<file path="config.mk">
export PLATFORM = sky130hd
export DESIGN_NAME = i2c_master_register_access_unit
export DESIGN_NICKNAME = d
export VERILOG_FILES = /design/src/design/i2cm_pkg.sv /design/src/design/i2c_master_register_access_unit.sv /design/src/design/i2cm_cfg.sv /design/src/design/i2cm_seq.sv /design/src/design/i2cm_out.sv
export VERILOG_INCLUDE_DIRS = /design/src /design/src/design
export SDC_FILE = /design/constraint.sdc
export NUM_CORES = 1
export LEC_CHECK = 0
export ABC_AREA = 1
export BUFFER_PORTS_ARGS = -buffer_cell sky130_fd_sc_hd__buf_2
export CAP_MARGIN = 10
export CORE_ASPECT_RATIO = 0.8
export CORE_MARGIN = 1.5
export CORE_UTILIZATION = 46
export CTS_CLUSTER_SIZE = 14
export DETAILED_ROUTE_END_ITERATION = 10
export GPL_ROUTABILITY_DRIVEN = 1
export PLACE_DENSITY = 0.64
export SLEW_MARGIN = 20
export SYNTH_ARGS = -nofsm -noshare
export SYNTH_HDL_FRONTEND = slang
export SYNTH_SLANG_ARGS = --single-unit
</file>
<file path="constraint.sdc">
create_clock -name clk -period 3.3 [get_ports clk]
set_input_delay 0.66 -clock clk [delete_from_list [all_inputs] [get_ports clk]]
set_output_delay 0.66 -clock clk [all_outputs]
set_load 0.1 [all_outputs]
</file>
<file path="src/design/i2c_master_register_access_unit_macros.svh">
// Assertion helpers used by the sequencer RTL file.
`ifndef I2C_MASTER_REGISTER_ACCESS_UNIT_MACROS_SVH
`define I2C_MASTER_REGISTER_ACCESS_UNIT_MACROS_SVH

// Condition in a cycle implies a consequence in the same cycle.
`define I2CM_ASSERT_SAME(label, cond, cons, msg) \
	label: assert property (@(posedge clk) disable iff (!arst_n) (cond) |-> (cons)) \
		else $error(msg);

// Condition in a cycle implies a consequence in the next cycle.
`define I2CM_ASSERT_NEXT(label, cond, cons, msg) \
	label: assert property (@(posedge clk) disable iff (!arst_n) (cond) |=> (cons)) \
		else $error(msg);

`endif

</file>
<file path="src/design/i2cm_pkg.sv">
package i2cm_pkg;

	// Bus sequencer phases.
	typedef enum logic [3:0] {
		PH_IDLE      = 4'd0,
		PH_START_A   = 4'd1,
		PH_START_B   = 4'd2,
		PH_TX_LOW    = 4'd3,
		PH_TX_HIGH   = 4'd4,
		PH_ACK_LOW   = 4'd5,
		PH_ACK_HIGH  = 4'd6,
		PH_WAIT_DATA = 4'd7,
		PH_RS_LOW    = 4'd8,
		PH_RX_LOW    = 4'd9,
		PH_RX_HIGH   = 4'd10,
		PH_RACK_LOW  = 4'd11,
		PH_RACK_HIGH = 4'd12,
		PH_STOP_LOW  = 4'd13,
		PH_STOP_HIGH = 4'd14,
		PH_STOP_REL  = 4'd15
	} phase_t;

	// Kind of byte currently being shifted out.
	typedef enum logic [1:0] {
		KIND_ADDR_W = 2'd0,
		KIND_REG    = 2'd1,
		KIND_ADDR_R = 2'd2,
		KIND_DATA   = 2'd3
	} kind_t;

	// Request codes carried on the input beat.
	typedef enum logic [1:0] {
		REQ_TICK   = 2'd0,
		REQ_WRITE  = 2'd1,
		REQ_READ   = 2'd2,
		REQ_SUPPLY = 2'd3
	} req_code_t;

	// Configuration register indexes.
	localparam logic [0:0] CFG_HALF_PERIOD = 1'b0;
	localparam logic [0:0] CFG_ACK_LIMIT   = 1'b1;

	// Reset values of the configuration registers.
	localparam logic [9:0] HALF_PERIOD_RESET = 10'd20;
	localparam logic [7:0] ACK_LIMIT_RESET   = 8'd250;

	typedef struct packed {
		logic [9:0] half_period_ticks;
		logic [7:0] ack_wait_limit;
	} cfg_t;

	typedef struct packed {
		req_code_t  req_type;
		logic [6:0] dev_addr;
		logic [7:0] reg_addr;
		logic [7:0] byte_count;
		logic [7:0] write_data;
		logic       sda_in;
	} req_t;

	typedef struct packed {
		logic       scl_out;
		logic       sda_low;
		logic [7:0] read_data;
		logic       read_valid;
		logic       write_wanted;
		logic       busy_res;
		logic       done_res;
		logic       status;
	} res_t;

endpackage

</file>
<file path="src/design/i2c_master_register_access_unit.sv">
// I2C master for 7-bit register access. Every input beat is one timing tick
// of the bus sequencer and yields exactly one output beat carrying the SCL and
// SDA drive for that tick, a received byte when one completes, the request for
// the next write byte, and the busy, done and status flags. A beat is taken in
// every clock cycle; its result appears in the output register in the next
// cycle, and input is held off only while that register is full and the
// downstream side does not take it. A register write or read begins with a
// begin request while idle; write bytes are supplied while write_wanted is
// shown. Each SCL half phase lasts half_period_ticks ticks, and a missing ACK
// after ack_wait_limit samples aborts with STOP and status 1. The user must
// write configuration only while no transfer is running (not enforced).
module i2c_master_register_access_unit (
	input  logic        clk,
	input  logic        arst_n,
	// Input stream.
	input  logic        s_tvalid,
	output logic        s_tready,
	input  logic [31:0] s_tdata,   // dev_addr, reg_addr, byte_count, write_data, sda_in
	input  logic [1:0]  s_tuser,   // req_type
	// Output stream.
	output logic        m_tvalid,
	input  logic        m_tready,
	output logic [15:0] m_tdata,   // scl_out, sda_low, read_data, read_valid,
	                               // write_wanted, busy_res, status, zero pad
	output logic        m_tlast,   // done_res
	// Configuration writes.
	input  logic        cfg_valid,
	output logic        cfg_ready,
	input  logic [0:0]  cfg_index,
	input  logic [9:0]  cfg_data
);
	import i2cm_pkg::*;

	cfg_t cfg;
	req_t req;
	res_t step_res;
	res_t out_res;
	logic step_en;

	// Unpack the input beat.
	assign req.req_type   = req_code_t'(s_tuser);
	assign req.dev_addr   = s_tdata[6:0];
	assign req.reg_addr   = s_tdata[14:7];
	assign req.byte_count = s_tdata[22:15];
	assign req.write_data = s_tdata[30:23];
	assign req.sda_in     = s_tdata[31];

	assign step_en = s_tvalid && s_tready;

	i2cm_cfg u_cfg (
		.clk       (clk),
		.arst_n    (arst_n),
		.cfg_valid (cfg_valid),
		.cfg_ready (cfg_ready),
		.cfg_index (cfg_index),
		.cfg_data  (cfg_data),
		.cfg       (cfg)
	);

	i2cm_seq u_seq (
		.clk     (clk),
		.arst_n  (arst_n),
		.step_en (step_en),
		.req     (req),
		.cfg     (cfg),
		.res     (step_res)
	);

	i2cm_out u_out (
		.clk       (clk),
		.arst_n    (arst_n),
		.in_valid  (s_tvalid),
		.in_ready  (s_tready),
		.in_res    (step_res),
		.out_valid (m_tvalid),
		.out_ready (m_tready),
		.out_res   (out_res)
	);

	// Pack the output beat.
	assign m_tdata = {2'b00, out_res.status, out_res.busy_res, out_res.write_wanted,
		out_res.read_valid, out_res.read_data, out_res.sda_low, out_res.scl_out};
	assign m_tlast = out_res.done_res;

endmodule

</file>
<file path="src/design/i2cm_cfg.sv">
module i2cm_cfg (
	input  logic         clk,
	input  logic         arst_n,
	input  logic         cfg_valid,
	output logic         cfg_ready,
	input  logic [0:0]   cfg_index,
	input  logic [9:0]   cfg_data,
	output i2cm_pkg::cfg_t cfg
);
	import i2cm_pkg::*;

	logic [9:0] half_period_q;
	logic [7:0] ack_limit_q;

	// Registers always take a write beat.
	assign cfg_ready = 1'b1;

	// Register file with its reset values.
	always_ff @(posedge clk or negedge arst_n) begin
		if (!arst_n) begin
			half_period_q <= HALF_PERIOD_RESET;
			ack_limit_q   <= ACK_LIMIT_RESET;
		end else if (cfg_valid) begin
			unique case (cfg_index)
				CFG_HALF_PERIOD: half_period_q <= cfg_data;
				CFG_ACK_LIMIT:   ack_limit_q   <= cfg_data[7:0];
			endcase
		end
	end

	assign cfg.half_period_ticks = half_period_q;
	assign cfg.ack_wait_limit    = ack_limit_q;

endmodule

</file>
<file path="src/design/i2cm_seq.sv">
`include "i2c_master_register_access_unit_macros.svh"

module i2cm_seq (
	input  logic           clk,
	input  logic           arst_n,
	input  logic           step_en,
	input  i2cm_pkg::req_t req,
	input  i2cm_pkg::cfg_t cfg,
	output i2cm_pkg::res_t res
);
	import i2cm_pkg::*;

	phase_t     phase_q, phase_d;
	kind_t      kind_q, kind_d;
	logic [9:0] tick_q, tick_d;
	logic [3:0] bit_q, bit_d;
	logic [7:0] bytes_q, bytes_d;
	logic [7:0] shift_q, shift_d;
	logic [7:0] ackw_q, ackw_d;
	logic [6:0] slave_q, slave_d;
	logic [7:0] regb_q, regb_d;
	logic       is_read_q, is_read_d;
	logic       nack_q, nack_d;

	logic [9:0]  hp_eff;
	logic [10:0] tick_inc;
	logic        half_end;
	logic [9:0]  tick_adv;
	logic [3:0]  bit_inc;
	logic [7:0]  bytes_dec;
	logic [7:0]  rx_shift;
	logic        txbit;
	logic        ackdrv;
	logic        ack_expired;

	// Half-phase timer, a half period of zero counts as one.
	assign hp_eff      = (cfg.half_period_ticks == 10'd0) ? 10'd1 : cfg.half_period_ticks;
	assign tick_inc    = {1'b0, tick_q} + 11'd1;
	assign half_end    = tick_inc >= {1'b0, hp_eff};
	assign tick_adv    = half_end ? 10'd0 : tick_inc[9:0];
	assign bit_inc     = bit_q + 4'd1;
	assign bytes_dec   = bytes_q - 8'd1;
	assign rx_shift    = {shift_q[6:0], req.sda_in};
	assign txbit       = ~shift_q[7];
	assign ackdrv      = bytes_q > 8'd1;
	assign ack_expired = ({1'b0, ackw_q} + 9'd1) >= {1'b0, cfg.ack_wait_limit};

	// Next state and line levels for one tick.
	always_comb begin
		phase_d   = phase_q;
		kind_d    = kind_q;
		tick_d    = tick_q;
		bit_d     = bit_q;
		bytes_d   = bytes_q;
		shift_d   = shift_q;
		ackw_d    = ackw_q;
		slave_d   = slave_q;
		regb_d    = regb_q;
		is_read_d = is_read_q;
		nack_d    = nack_q;
		res          = '0;
		res.scl_out  = 1'b1;
		res.busy_res = phase_q != PH_IDLE;

		unique case (phase_q)
			PH_IDLE: begin
				if (req.req_type == REQ_WRITE || req.req_type == REQ_READ) begin
					slave_d   = req.dev_addr;
					regb_d    = req.reg_addr;
					bytes_d   = req.byte_count;
					is_read_d = req.req_type == REQ_READ;
					kind_d    = KIND_ADDR_W;
					nack_d    = 1'b0;
					phase_d   = PH_START_A;
					tick_d    = 10'd0;
				end
			end
			PH_START_A: begin
				tick_d = tick_adv;
				if (half_end) phase_d = PH_START_B;
			end
			PH_START_B: begin
				res.sda_low = 1'b1;
				tick_d      = tick_adv;
				if (half_end) begin
					shift_d = {slave_q, kind_q == KIND_ADDR_R};
					bit_d   = 4'd0;
					phase_d = PH_TX_LOW;
				end
			end
			PH_TX_LOW: begin
				res.scl_out = 1'b0;
				res.sda_low = txbit;
				tick_d      = tick_adv;
				if (half_end) phase_d = PH_TX_HIGH;
			end
			PH_TX_HIGH: begin
				res.sda_low = txbit;
				tick_d      = tick_adv;
				if (half_end) begin
					shift_d = {shift_q[6:0], 1'b0};
					bit_d   = bit_inc;
					phase_d = (bit_inc >= 4'd8) ? PH_ACK_LOW : PH_TX_LOW;
				end
			end
			PH_ACK_LOW: begin
				res.scl_out = 1'b0;
				tick_d      = tick_adv;
				if (half_end) begin
					phase_d = PH_ACK_HIGH;
					ackw_d  = 8'd0;
				end
			end
			PH_ACK_HIGH: begin
				// Full high half phase first, then sample for the ACK.
				if (!half_end) begin
					tick_d = tick_inc[9:0];
				end else if (!req.sda_in) begin
					tick_d = 10'd0;
					unique case (kind_q)
						KIND_ADDR_W: begin
							shift_d = regb_q;
							bit_d   = 4'd0;
							kind_d  = KIND_REG;
							phase_d = PH_TX_LOW;
						end
						KIND_REG: begin
							if (is_read_q) phase_d = PH_RS_LOW;
							else if (bytes_q != 8'd0) phase_d = PH_WAIT_DATA;
							else phase_d = PH_STOP_LOW;
						end
						KIND_ADDR_R: begin
							if (bytes_q != 8'd0) begin
								shift_d = 8'd0;
								bit_d   = 4'd0;
								phase_d = PH_RX_LOW;
							end else begin
								phase_d = PH_STOP_LOW;
							end
						end
						KIND_DATA: begin
							bytes_d = bytes_dec;
							phase_d = (bytes_dec != 8'd0) ? PH_WAIT_DATA : PH_STOP_LOW;
						end
					endcase
				end else if (ack_expired) begin
					nack_d  = 1'b1;
					phase_d = PH_STOP_LOW;
					tick_d  = 10'd0;
				end else begin
					ackw_d = ackw_q + 8'd1;
				end
			end
			PH_WAIT_DATA: begin
				res.scl_out      = 1'b0;
				res.write_wanted = 1'b1;
				if (req.req_type == REQ_SUPPLY) begin
					shift_d = req.write_data;
					bit_d   = 4'd0;
					kind_d  = KIND_DATA;
					phase_d = PH_TX_LOW;
					tick_d  = 10'd0;
				end
			end
			PH_RS_LOW: begin
				res.scl_out = 1'b0;
				tick_d      = tick_adv;
				if (half_end) begin
					kind_d  = KIND_ADDR_R;
					phase_d = PH_START_A;
				end
			end
			PH_RX_LOW: begin
				res.scl_out = 1'b0;
				tick_d      = tick_adv;
				if (half_end) phase_d = PH_RX_HIGH;
			end
			PH_RX_HIGH: begin
				tick_d = tick_adv;
				if (half_end) begin
					shift_d = rx_shift;
					bit_d   = bit_inc;
					if (bit_inc >= 4'd8) begin
						res.read_data  = rx_shift;
						res.read_valid = 1'b1;
						phase_d        = PH_RACK_LOW;
					end else begin
						phase_d = PH_RX_LOW;
					end
				end
			end
			PH_RACK_LOW: begin
				res.scl_out = 1'b0;
				res.sda_low = ackdrv;
				tick_d      = tick_adv;
				if (half_end) phase_d = PH_RACK_HIGH;
			end
			PH_RACK_HIGH: begin
				res.sda_low = ackdrv;
				tick_d      = tick_adv;
				if (half_end) begin
					bytes_d = bytes_dec;
					if (bytes_dec != 8'd0) begin
						shift_d = 8'd0;
						bit_d   = 4'd0;
						phase_d = PH_RX_LOW;
					end else begin
						phase_d = PH_STOP_LOW;
					end
				end
			end
			PH_STOP_LOW: begin
				res.scl_out = 1'b0;
				res.sda_low = 1'b1;
				tick_d      = tick_adv;
				if (half_end) phase_d = PH_STOP_HIGH;
			end
			PH_STOP_HIGH: begin
				res.sda_low = 1'b1;
				tick_d      = tick_adv;
				if (half_end) phase_d = PH_STOP_REL;
			end
			PH_STOP_REL: begin
				tick_d = tick_adv;
				if (half_end) begin
					res.done_res = 1'b1;
					res.status   = nack_q;
					nack_d       = 1'b0;
					phase_d      = PH_IDLE;
				end
			end
		endcase
	end

	// Sequencer state advances once per accepted beat.
	always_ff @(posedge clk or negedge arst_n) begin
		if (!arst_n) begin
			phase_q   <= PH_IDLE;
			kind_q    <= KIND_ADDR_W;
			tick_q    <= '0;
			bit_q     <= '0;
			bytes_q   <= '0;
			shift_q   <= '0;
			ackw_q    <= '0;
			slave_q   <= '0;
			regb_q    <= '0;
			is_read_q <= 1'b0;
			nack_q    <= 1'b0;
		end else if (step_en) begin
			phase_q   <= phase_d;
			kind_q    <= kind_d;
			tick_q    <= tick_d;
			bit_q     <= bit_d;
			bytes_q   <= bytes_d;
			shift_q   <= shift_d;
			ackw_q    <= ackw_d;
			slave_q   <= slave_d;
			regb_q    <= regb_d;
			is_read_q <= is_read_d;
			nack_q    <= nack_d;
		end
	end

	// A finished transaction always leaves the sequencer idle.
	`I2CM_ASSERT_NEXT(a_done_to_idle, step_en && res.done_res, phase_q == PH_IDLE, "done without return to idle")
	// A received byte completes only in the receive high phase.
	`I2CM_ASSERT_SAME(a_rvalid_phase, res.read_valid, phase_q == PH_RX_HIGH, "read_valid outside receive")
	// Waiting for write data holds SCL low.
	`I2CM_ASSERT_SAME(a_wait_scl_low, res.write_wanted, !res.scl_out, "SCL released while waiting")
	// Without an accepted beat the sequencer does not move.
	`I2CM_ASSERT_NEXT(a_hold_state, !step_en, $stable(phase_q) && $stable(tick_q), "state moved without a beat")

endmodule

</file>
<file path="src/design/i2cm_out.sv">
module i2cm_out (
	input  logic           clk,
	input  logic           arst_n,
	input  logic           in_valid,
	output logic           in_ready,
	input  i2cm_pkg::res_t in_res,
	output logic           out_valid,
	input  logic           out_ready,
	output i2cm_pkg::res_t out_res
);
	import i2cm_pkg::*;

	logic valid_q;
	res_t res_q;

	// The register takes a new beat when empty or drained in the same cycle.
	assign in_ready = !valid_q || out_ready;

	always_ff @(posedge clk or negedge arst_n) begin
		if (!arst_n) begin
			valid_q <= 1'b0;
		end else if (in_ready) begin
			valid_q <= in_valid;
		end
	end

	// Payload needs no reset.
	always_ff @(posedge clk) begin
		if (in_ready && in_valid) begin
			res_q <= in_res;
		end
	end

	assign out_valid = valid_q;
	assign out_res   = res_q;

endmodule
</file>
==> results of run 1 <==
-- per-layer routing --
layer / share of wire, % / vias up / track usage (%) / routed length, um
met5: 0 / - / 0 / 0
met4: 1.1 / 0 / 5.19 / 145
met3: 6.3 / 12 / 5.66 / 854
met2: 43 / 136 / 33.0 / 5830
met1: 50 / 2297 / 32.1 / 6710
li1: - / 2567 / - / -
-- kinds of logic (layout without fill, tap and decap cells) --
logic type / Yosys count / count (layout) / share of synthesized area (%)
other cells: 2 / 3 / 0.131
flops: 95 / 95 / 42.8
compound gates: 116 / 116 / 11.4
xor+xnor: 15 / 15 / 2.29
simple gates: 358 / 358 / 26.8
mux: 2 / 2 / 0.392
fa+ha+maj: 26 / 26 / 5.66
buf+inv: 144 / 211 / 10.4
-- worst min-delay path by stage --
| stage | endpoint | slack [ns] | cells past startpoint |
|---|---|---|---|
| 6_report | u_seq.tick_q[5]$_DFFE_PN0P_ | 0.34 | 1 |
| 5_1_grt | u_seq.tick_q[5]$_DFFE_PN0P_ | 0.41 | 1 |
| 4_1_cts | u_seq.shift_q[5]$_DFFE_PN0P_ | 0.48 | 2 |
| 3_5_place_dp | u_seq.shift_q[5]$_DFFE_PN0P_ | 0.46 | 2 |
| 3_3_place_gp | u_seq.shift_q[5]$_DFFE_PN0P_ | 0.46 | 2 |
| 2_1_floorplan | u_cfg.ack_limit_q[0]$_DFFE_PN0P_ | 0.36 | 0 |
-- cell type report --
class	instances	area [um^2]	area share (%)
clock buffer	10	239	3.68
clock inverter	6	51.3	0.789
inverter	122	460	7.09
multi-input combinational	520	2710	41.6
sequential	95	2460	37.9
tap	152	190	2.93
timing repair buffer	73	389	5.99
-- state kept, by name, summed over array words and instances (netlist names), 4 cells and up --
| signal | count |
|---|---|
| u_seq.bytes_q | 8 |
| u_seq.slave_q | 7 |
| u_out.out_res | 15 |
| u_seq.regb_q | 8 |
| u_seq.tick_q | 10 |
| u_seq.phase_q | 4 |
| u_seq.bit_q | 4 |
| u_cfg.half_period_q | 10 |
| u_cfg.ack_limit_q | 8 |
| u_seq.shift_q | 8 |
| u_seq.ackw_q | 8 |
-- per-stage QoR --
stage / worst slack [ns] / power, mW
2_1_floorplan: 0.507 / 2.97
4_1_cts: 0.319 / 4.40
3_3_place_gp: 0.442 / 3.31
5_1_grt: 0.0938 / 4.71
6_report: 0.391 / 4.39
3_5_place_dp: 0.338 / 3.36
-- layout by cell type, fill, tap and decap left out, types with 10 or more instances in the layout --
master / count
dfrtp_1: 72
nor2_1: 70
xor2_1: 12
o211ai_1: 10
edfxtp_1: 15
nand3_1: 44
nand2_1: 200
a21oi_1: 22
inv_1: 115
buf_2: 65
ha_1: 26
o21ai_0: 63
-- where the power goes --
part           switching (mW)  internal [mW]  leakage (nW)
combinational            1.15          0.514          2.03
sequential              0.212           1.49          1.16
clock                   0.474          0.543         0.145
-- worst reg2reg max path, cell delays in order, from the launching register on --
cell and delay (ns):
dfrtp_1 0.44, nand2_1 0.10, nor4_1 0.32, nand3_1 0.15
xor2_1 0.21, inv_1 0.08, ha_1 0.27, and3_1 0.21
a21oi_4 0.11, nand2_1 0.12, nand3_1 0.12, nor2_4 0.29
nand2_2 0.23, nand2_1 0.11, nand2_1 0.05
==> metrics.csv, run 1 <==
stage,metric,value,unit
floorplanning,die_y,103,um
drt,drc_errors,0,
cts,cts_hold_buf,0,
sta,finalCritPeriodShare,88.2,%
worst_setup_path,startpoint,u_seq.tick_q[0]$_DFFE_PN0P_,
cts,cts_buffer_depth,2,
worst_setup_path,reg2reg_slack,0.39,ns
drt,ant_nets,0,
worst_setup_path,startpoint_type,register,
cts,htreeDepth,3,
final_layout,area_growth_syn_to_layout,13.1,%
pwr,ir_worst_vdd,0.342,mV
global_route,grt_pass1_vias,4654,
synth,synth_cell_types,45,
floorplanning,floorplan.initialDensity,47.3,%
sta,worst_pin_slew,0.735,ns
drt,vias_per_cell,5.12,
final_layout,drive_gt1_share,15.5,%
worst_setup_path,r2r-end,u_seq.bit_q[1]$_DFFE_PN0P_,
run,maxCapViolCount,0,
synth,ys_ff_latch,95,
worst_setup_path,cp_cell_sequence,nand2_1 -> nor4_1 -> nand3_1 -> xor2_1 -> inv_1 -> ha_1 -> and3_1 -> a21oi_4 -> nand2_1 -> nand3_1 -> nor2_4 -> nand2_2 -> nand2_1 -> nand2_1,
worst_setup_path,critical_path_arrival,3.15,ns
floorplanning,core,12200,um^2
synth,synth_top_area_cell,dfrtp_1,
final_layout,stdcell_area,6500,um^2
synth,ys.flop_type,dfrtp_1,
sta,fin_setup_tns,0,ns
worst_setup_path,crit_buf_inv,1,
synth,synthArstFlopShare,84.2,%
outcome,status,completed,
place,place_congestion,0.898,
synth,syn_inst,758,
worst_setup_path,crit_path_end_kind,register,
synth,post-synth-top-count-cell,nand2_1,
sta,hold_viol,0,
place,dp_hpwl,10200,um
cts,cts_made_buffers,9,
final_layout,instances_no_fill,978,
min_path,hp-class,input port to asynchronous set/reset pin,
drt,drt_iter0_drc,469,
worst_setup_path,endpoint,u_seq.bit_q[1]$_DFFE_PN0P_,
place,portBuffers,66,
sta,rsz0062_at_grt,no,
place,postPlaceCellArea,6190,um^2
pwr,static-leakage-power,3.33,nW
place,dp.cells,962,
drt,routed_wl,13500,um
worst_setup_path,required,3.54,ns
drt,first_pass_iters,5,
sta,setup_viol,0,
worst_setup_path,rr_worst_depth,14,
worst_setup_path,crit_slowest_cell,dfrtp_1,
pwr,power.density,675,nW/um^2
global_route,antenna_found_initial,0,
final_layout,nFillCells,1159,
cts,clkTransAtPathRegs,0.07,ns
final_layout,num_antenna_cells,0,
cts,cts_tree,done,
synth,ys_warn_count,0,
final_layout,final_util,53.4,%
synth,synth_edf_count,15,
global_route,grt_max_degree,81,
cts,cts.sink_count,95,
sta,slew_violations,0,
worst_setup_path,cp.depth,14,
floorplanning,die_area,13200,um^2
worst_setup_path,regToRegStartpoint,u_seq.tick_q[0]$_DFFE_PN0P_,
worst_setup_path,crit_type,register to register,
worst_setup_path,cpLargestDelayFamily,simple AND/OR/NAND/NOR gates,
sta,timing.fmax,0.344,GHz
global_route,grt_util_all_layers,22.0,%
cts,insertion_delay,0.35,ns
global_route,grt_overflow,0,
worst_setup_path,worst_path_largest_cell_delay,0.44,ns
floorplanning,row_count,36,
cts,postCtsSetupBuffers,0,
floorplanning,pin_count,70,
sta,slew_headroom,51.0,%
cts,cts-root-buf,clkbuf_16,
synth,yosys-top-cells-area,"dfrtp_1 31%, nand2_1 13%, edfxtp_1 7.8%, inv_1 7.5%, ha_1 5.7%",
synth,yosysSeqAreaShare,42.8,%
drt,avgRoutedWirePerCell,13.8,um
worst_setup_path,path_max_fanout,13,
worst_setup_path,path_common_cell,nand2_1,
synth,synth.top_cells.by_count,"200 x nand2_1, 115 x inv_1, 72 x dfrtp_1",
drt,vias,5012,
cts,cts_resized,0,
sta,period_needed,2.91,ns
global_route,grt_pass1_wl,22600,um
synth,synth_top_area_share,31.3,%
synth,syn_area,5750,um^2
floorplanning,die_w,128,um
final_layout,nNetsFinal,897,
synth,avgSynthCellArea,7.58,um^2
sta,skew,0.00618,ns
sta,whs,0.338,ns
Note: power is estimated with default switching activity, not from simulation.
==> inputs of run 2 (changes only) <==
--- a/config.mk
+++ b/config.mk
@@ -16,7 +16,6 @@
 export DETAILED_ROUTE_END_ITERATION = 10
 export GPL_ROUTABILITY_DRIVEN = 1
 export PLACE_DENSITY = 0.64
-export SLEW_MARGIN = 20
 export SYNTH_ARGS = -nofsm -noshare
 export SYNTH_HDL_FRONTEND = slang
 export SYNTH_SLANG_ARGS = --single-unit
==> constraint.sdc (replaced) <==
create_clock -name clk -period 3.3 [get_ports clk]
set_input_delay 0 -clock clk [delete_from_list [all_inputs] [get_ports clk]]
set_output_delay 0 -clock clk [all_outputs]
set_load 0.1 [all_outputs]
==> run 2 against run 1 <==
Sequential cell count did not move. Power rose by 0.45%. Clock-buffer cell count is 1 higher. Sequential share of layout area shrank 1.9 points. Register-to-register slack worse by 0.11 ns.
==> metrics.csv, run 2 (synthesis gave the netlist of run 1 again) <==
stage,metric,value,unit,change
outcome,status,completed,,
place,place_congestion,0.900,,+0.19%
final_layout,area_growth_syn_to_layout,19.1,%,
final_layout,nNetsFinal,934,,+4.1%
worst_setup_path,crit_path_end_kind,register,,
floorplanning,pin_count,70,,unchanged
global_route,grt_util_all_layers,23.2,%,+1.2 points
final_layout,nFillCells,1123,,-3.1%
final_layout,largest_reg_flops,15,,unchanged
drt,routed_wl,14200,um,+5.2%
final_layout,num_antenna_cells,0,,unchanged
sta,hold_viol,0,,unchanged
floorplanning,die_area,13200,um^2,unchanged
floorplanning,die_y,103,um,unchanged
place,dp_slack,0.282,ns,-0.0557 ns
pwr,power.density,644,nW/um^2,-4.6%
final_layout,instances_no_fill,1015,,+3.8%
worst_setup_path,crit_buf_inv,0,,-1
run,maxCapViolCount,0,,unchanged
final_layout,final_cell_mix,"200 x nand2_1, 115 x inv_1, 72 x dfrtp_1",,
sta,setup_viol,0,,unchanged
sta,rsz0062_at_grt,no,,
final_layout,stdcell_area,6850,um^2,+5.3%
worst_setup_path,required,3.59,ns,+0.05 ns
floorplanning,die_w,128,um,unchanged
sta,period_needed,3.02,ns,+0.111 ns
place,dp.cells,962,,unchanged
sta,fin_setup_tns,0,ns,unchanged
cts,htreeDepth,3,,unchanged
global_route,grt_pass1_vias,5007,,+7.6%
cts,cts_resized,0,,unchanged
cts,cts.sink_count,95,,unchanged
min_path,hp-class,input port to register,,
worst_setup_path,cp_cell_sequence,ha_1 -> nand3_1 -> nor2_1 -> xor2_1 -> ha_1 -> a21o_1 -> nor2_1 -> nand2_1 -> a21oi_2 -> nand3_1 -> a21oi_1 -> nand3_1 -> nand2_1,,
global_route,grt_max_degree,81,,unchanged
worst_setup_path,crit_type,register to register,,
sta,slew_violations,0,,unchanged
place,postPlaceCellArea,6190,um^2,unchanged
cts,insertion_delay,0.35,ns,about the same
cts,clkTransAtPathRegs,0.07,ns,about the same
place,dp_hpwl,10300,um,+1.0%
pwr,static-leakage-power,3.47,nW,+4.3%
sta,worst_pin_slew,1.03,ns,+0.297 ns
global_route,grt_pass1_wl,23900,um,+5.4%
sta,finalCritPeriodShare,91.5,%,+3.4 points
cts,cts_made_buffers,9,,unchanged
worst_setup_path,startpoint_type,register,,
cts,cts_buffer_depth,2,,unchanged
floorplanning,floorplan.initialDensity,47.3,%,unchanged
worst_setup_path,crit_slowest_cell,dfrtp_1,,
worst_setup_path,path_common_cell,nand3_1,,
cts,cts_tree,done,,
final_layout,drive_gt1_share,14.6,%,-0.90 points
drt,ant_nets,0,,unchanged
drt,avgRoutedWirePerCell,14.0,um,+1.4%
pwr,ir_worst_vdd,0.372,mV,+8.7%
sta,fin_ws,0.280,ns,-0.111 ns
floorplanning,core,12200,um^2,unchanged
sta,slew_headroom,31.2,%,-20 points
place,portBuffers,66,,unchanged
drt,drt_iter0_drc,399,,-15%
drt,vias_per_cell,5.14,,+0.28%
sta,timing.fmax,0.331,GHz,-3.7%
worst_setup_path,cpLargestDelayFamily,simple AND/OR/NAND/NOR gates,,
worst_setup_path,worst_path_largest_cell_delay,0.43,ns,about the same
global_route,grt_overflow,0,,unchanged
floorplanning,row_count,36,,unchanged
worst_setup_path,critical_path_arrival,3.31,ns,+0.16 ns
drt,first_pass_iters,5,,unchanged
final_layout,final_common_cell,nand2_1,,
cts,cts-root-buf,clkbuf_16,,
sta,skew,0.00701,ns,+0.000839 ns
drt,vias,5216,,+4.1%
worst_setup_path,path_max_fanout,10,,-3
drt,drc_errors,0,,unchanged
global_route,antenna_found_initial,0,,unchanged
## run 2: cell types whose count changed in the layout (fill, tap and decap cells not counted)
| cell | before | now |
|---|---|---|
| dlygate4sd3_1 | 0 | 37 |
| a21oi_2 | 1 | 2 |
| a21oi_4 | 1 | 0 |
| buf_4 | 7 | 8 |
| buf_6 | 1 | 0 |
| clkbuf_1 | 0 | 1 |
| inv_8 | 1 | 0 |
| nand3_1 | 44 | 45 |
| nand3_2 | 2 | 1 |
## run 2: per-layer routing
metal  up-vias  wire [um]  GRT usage, %
li1       2631          -             -
met1      2423       6880          32.5
met2       147       6380          36.7
met3        15        807          5.45
met4         0        170          5.88
met5         -          0             0
## run 2: report_power, final
group	internal (mW)	switching, mW	total, mW
Clock	0.538	0.460	0.998
Sequential	1.49	0.213	1.70
Combinational	0.540	1.16	1.70
## run 2: stage by stage
step | utilization (%) | hold slack, ns | total power [mW]
6_report | 56.3 | 0.0136 | 4.41
5_1_grt | 56.3 | 0.0114 | 4.75
4_1_cts | 56.3 | 0.00739 | 4.42
3_5_place_dp | 50.9 | 0.211 | 3.37
3_3_place_gp | 50.9 | 0.206 | 3.32
2_1_floorplan | - | -0.296 | 2.97
## run 2: worst paths after layout
path                                               from                            endpoint  depth (start not counted)  slack [ns]
max                         u_seq.tick_q[0]$_DFFE_PN0P_         u_seq.tick_q[9]$_DFFE_PN0P_                         13        0.28
min                                         s_tdata[27]        u_seq.shift_q[4]$_DFFE_PN0P_                          5        0.01
max reg2reg                 u_seq.tick_q[0]$_DFFE_PN0P_         u_seq.tick_q[9]$_DFFE_PN0P_                         13        0.28
min reg2reg                u_seq.shift_q[5]$_DFFE_PN0P_        u_seq.shift_q[5]$_DFFE_PN0P_                          2        0.47
max in group asynchronous                        arst_n  u_cfg.half_period_q[9]$_DFFE_PN0P_                          2        2.26
min in group asynchronous                        arst_n         u_seq.tick_q[3]$_DFFE_PN0P_                          2        0.33
## run 2: timing repair
item | CTS | global route
buffers inserted | 0 | 0
hold buffers | 37 | 0
endpoints found under the hold margin | 115 | 0
## run 2: worst reg2reg max path, cell delays in order (launching register included)
cell     delay, ns
dfrtp_1       0.43
ha_1          0.21
nand3_1       0.14
nor2_1        0.15
xor2_1        0.25
ha_1          0.30
a21o_1        0.16
nor2_1        0.09
nand2_1       0.08
a21oi_2       0.32
nand3_1       0.41
a21oi_1       0.26
nand3_1       0.09
nand2_1       0.07
## run 2: final cells by class
type                            instances  area, um^2  area share (%)
Clock inverter                          5        40.0           0.585
Timing Repair Buffer                  110         756            11.0
Tap cell                              152         190            2.78
Sequential cell                        95        2460            36.0
Multi-Input combinational cell        520        2690            39.4
Clock buffer                           11         243            3.55
Inverter                              122         460            6.73
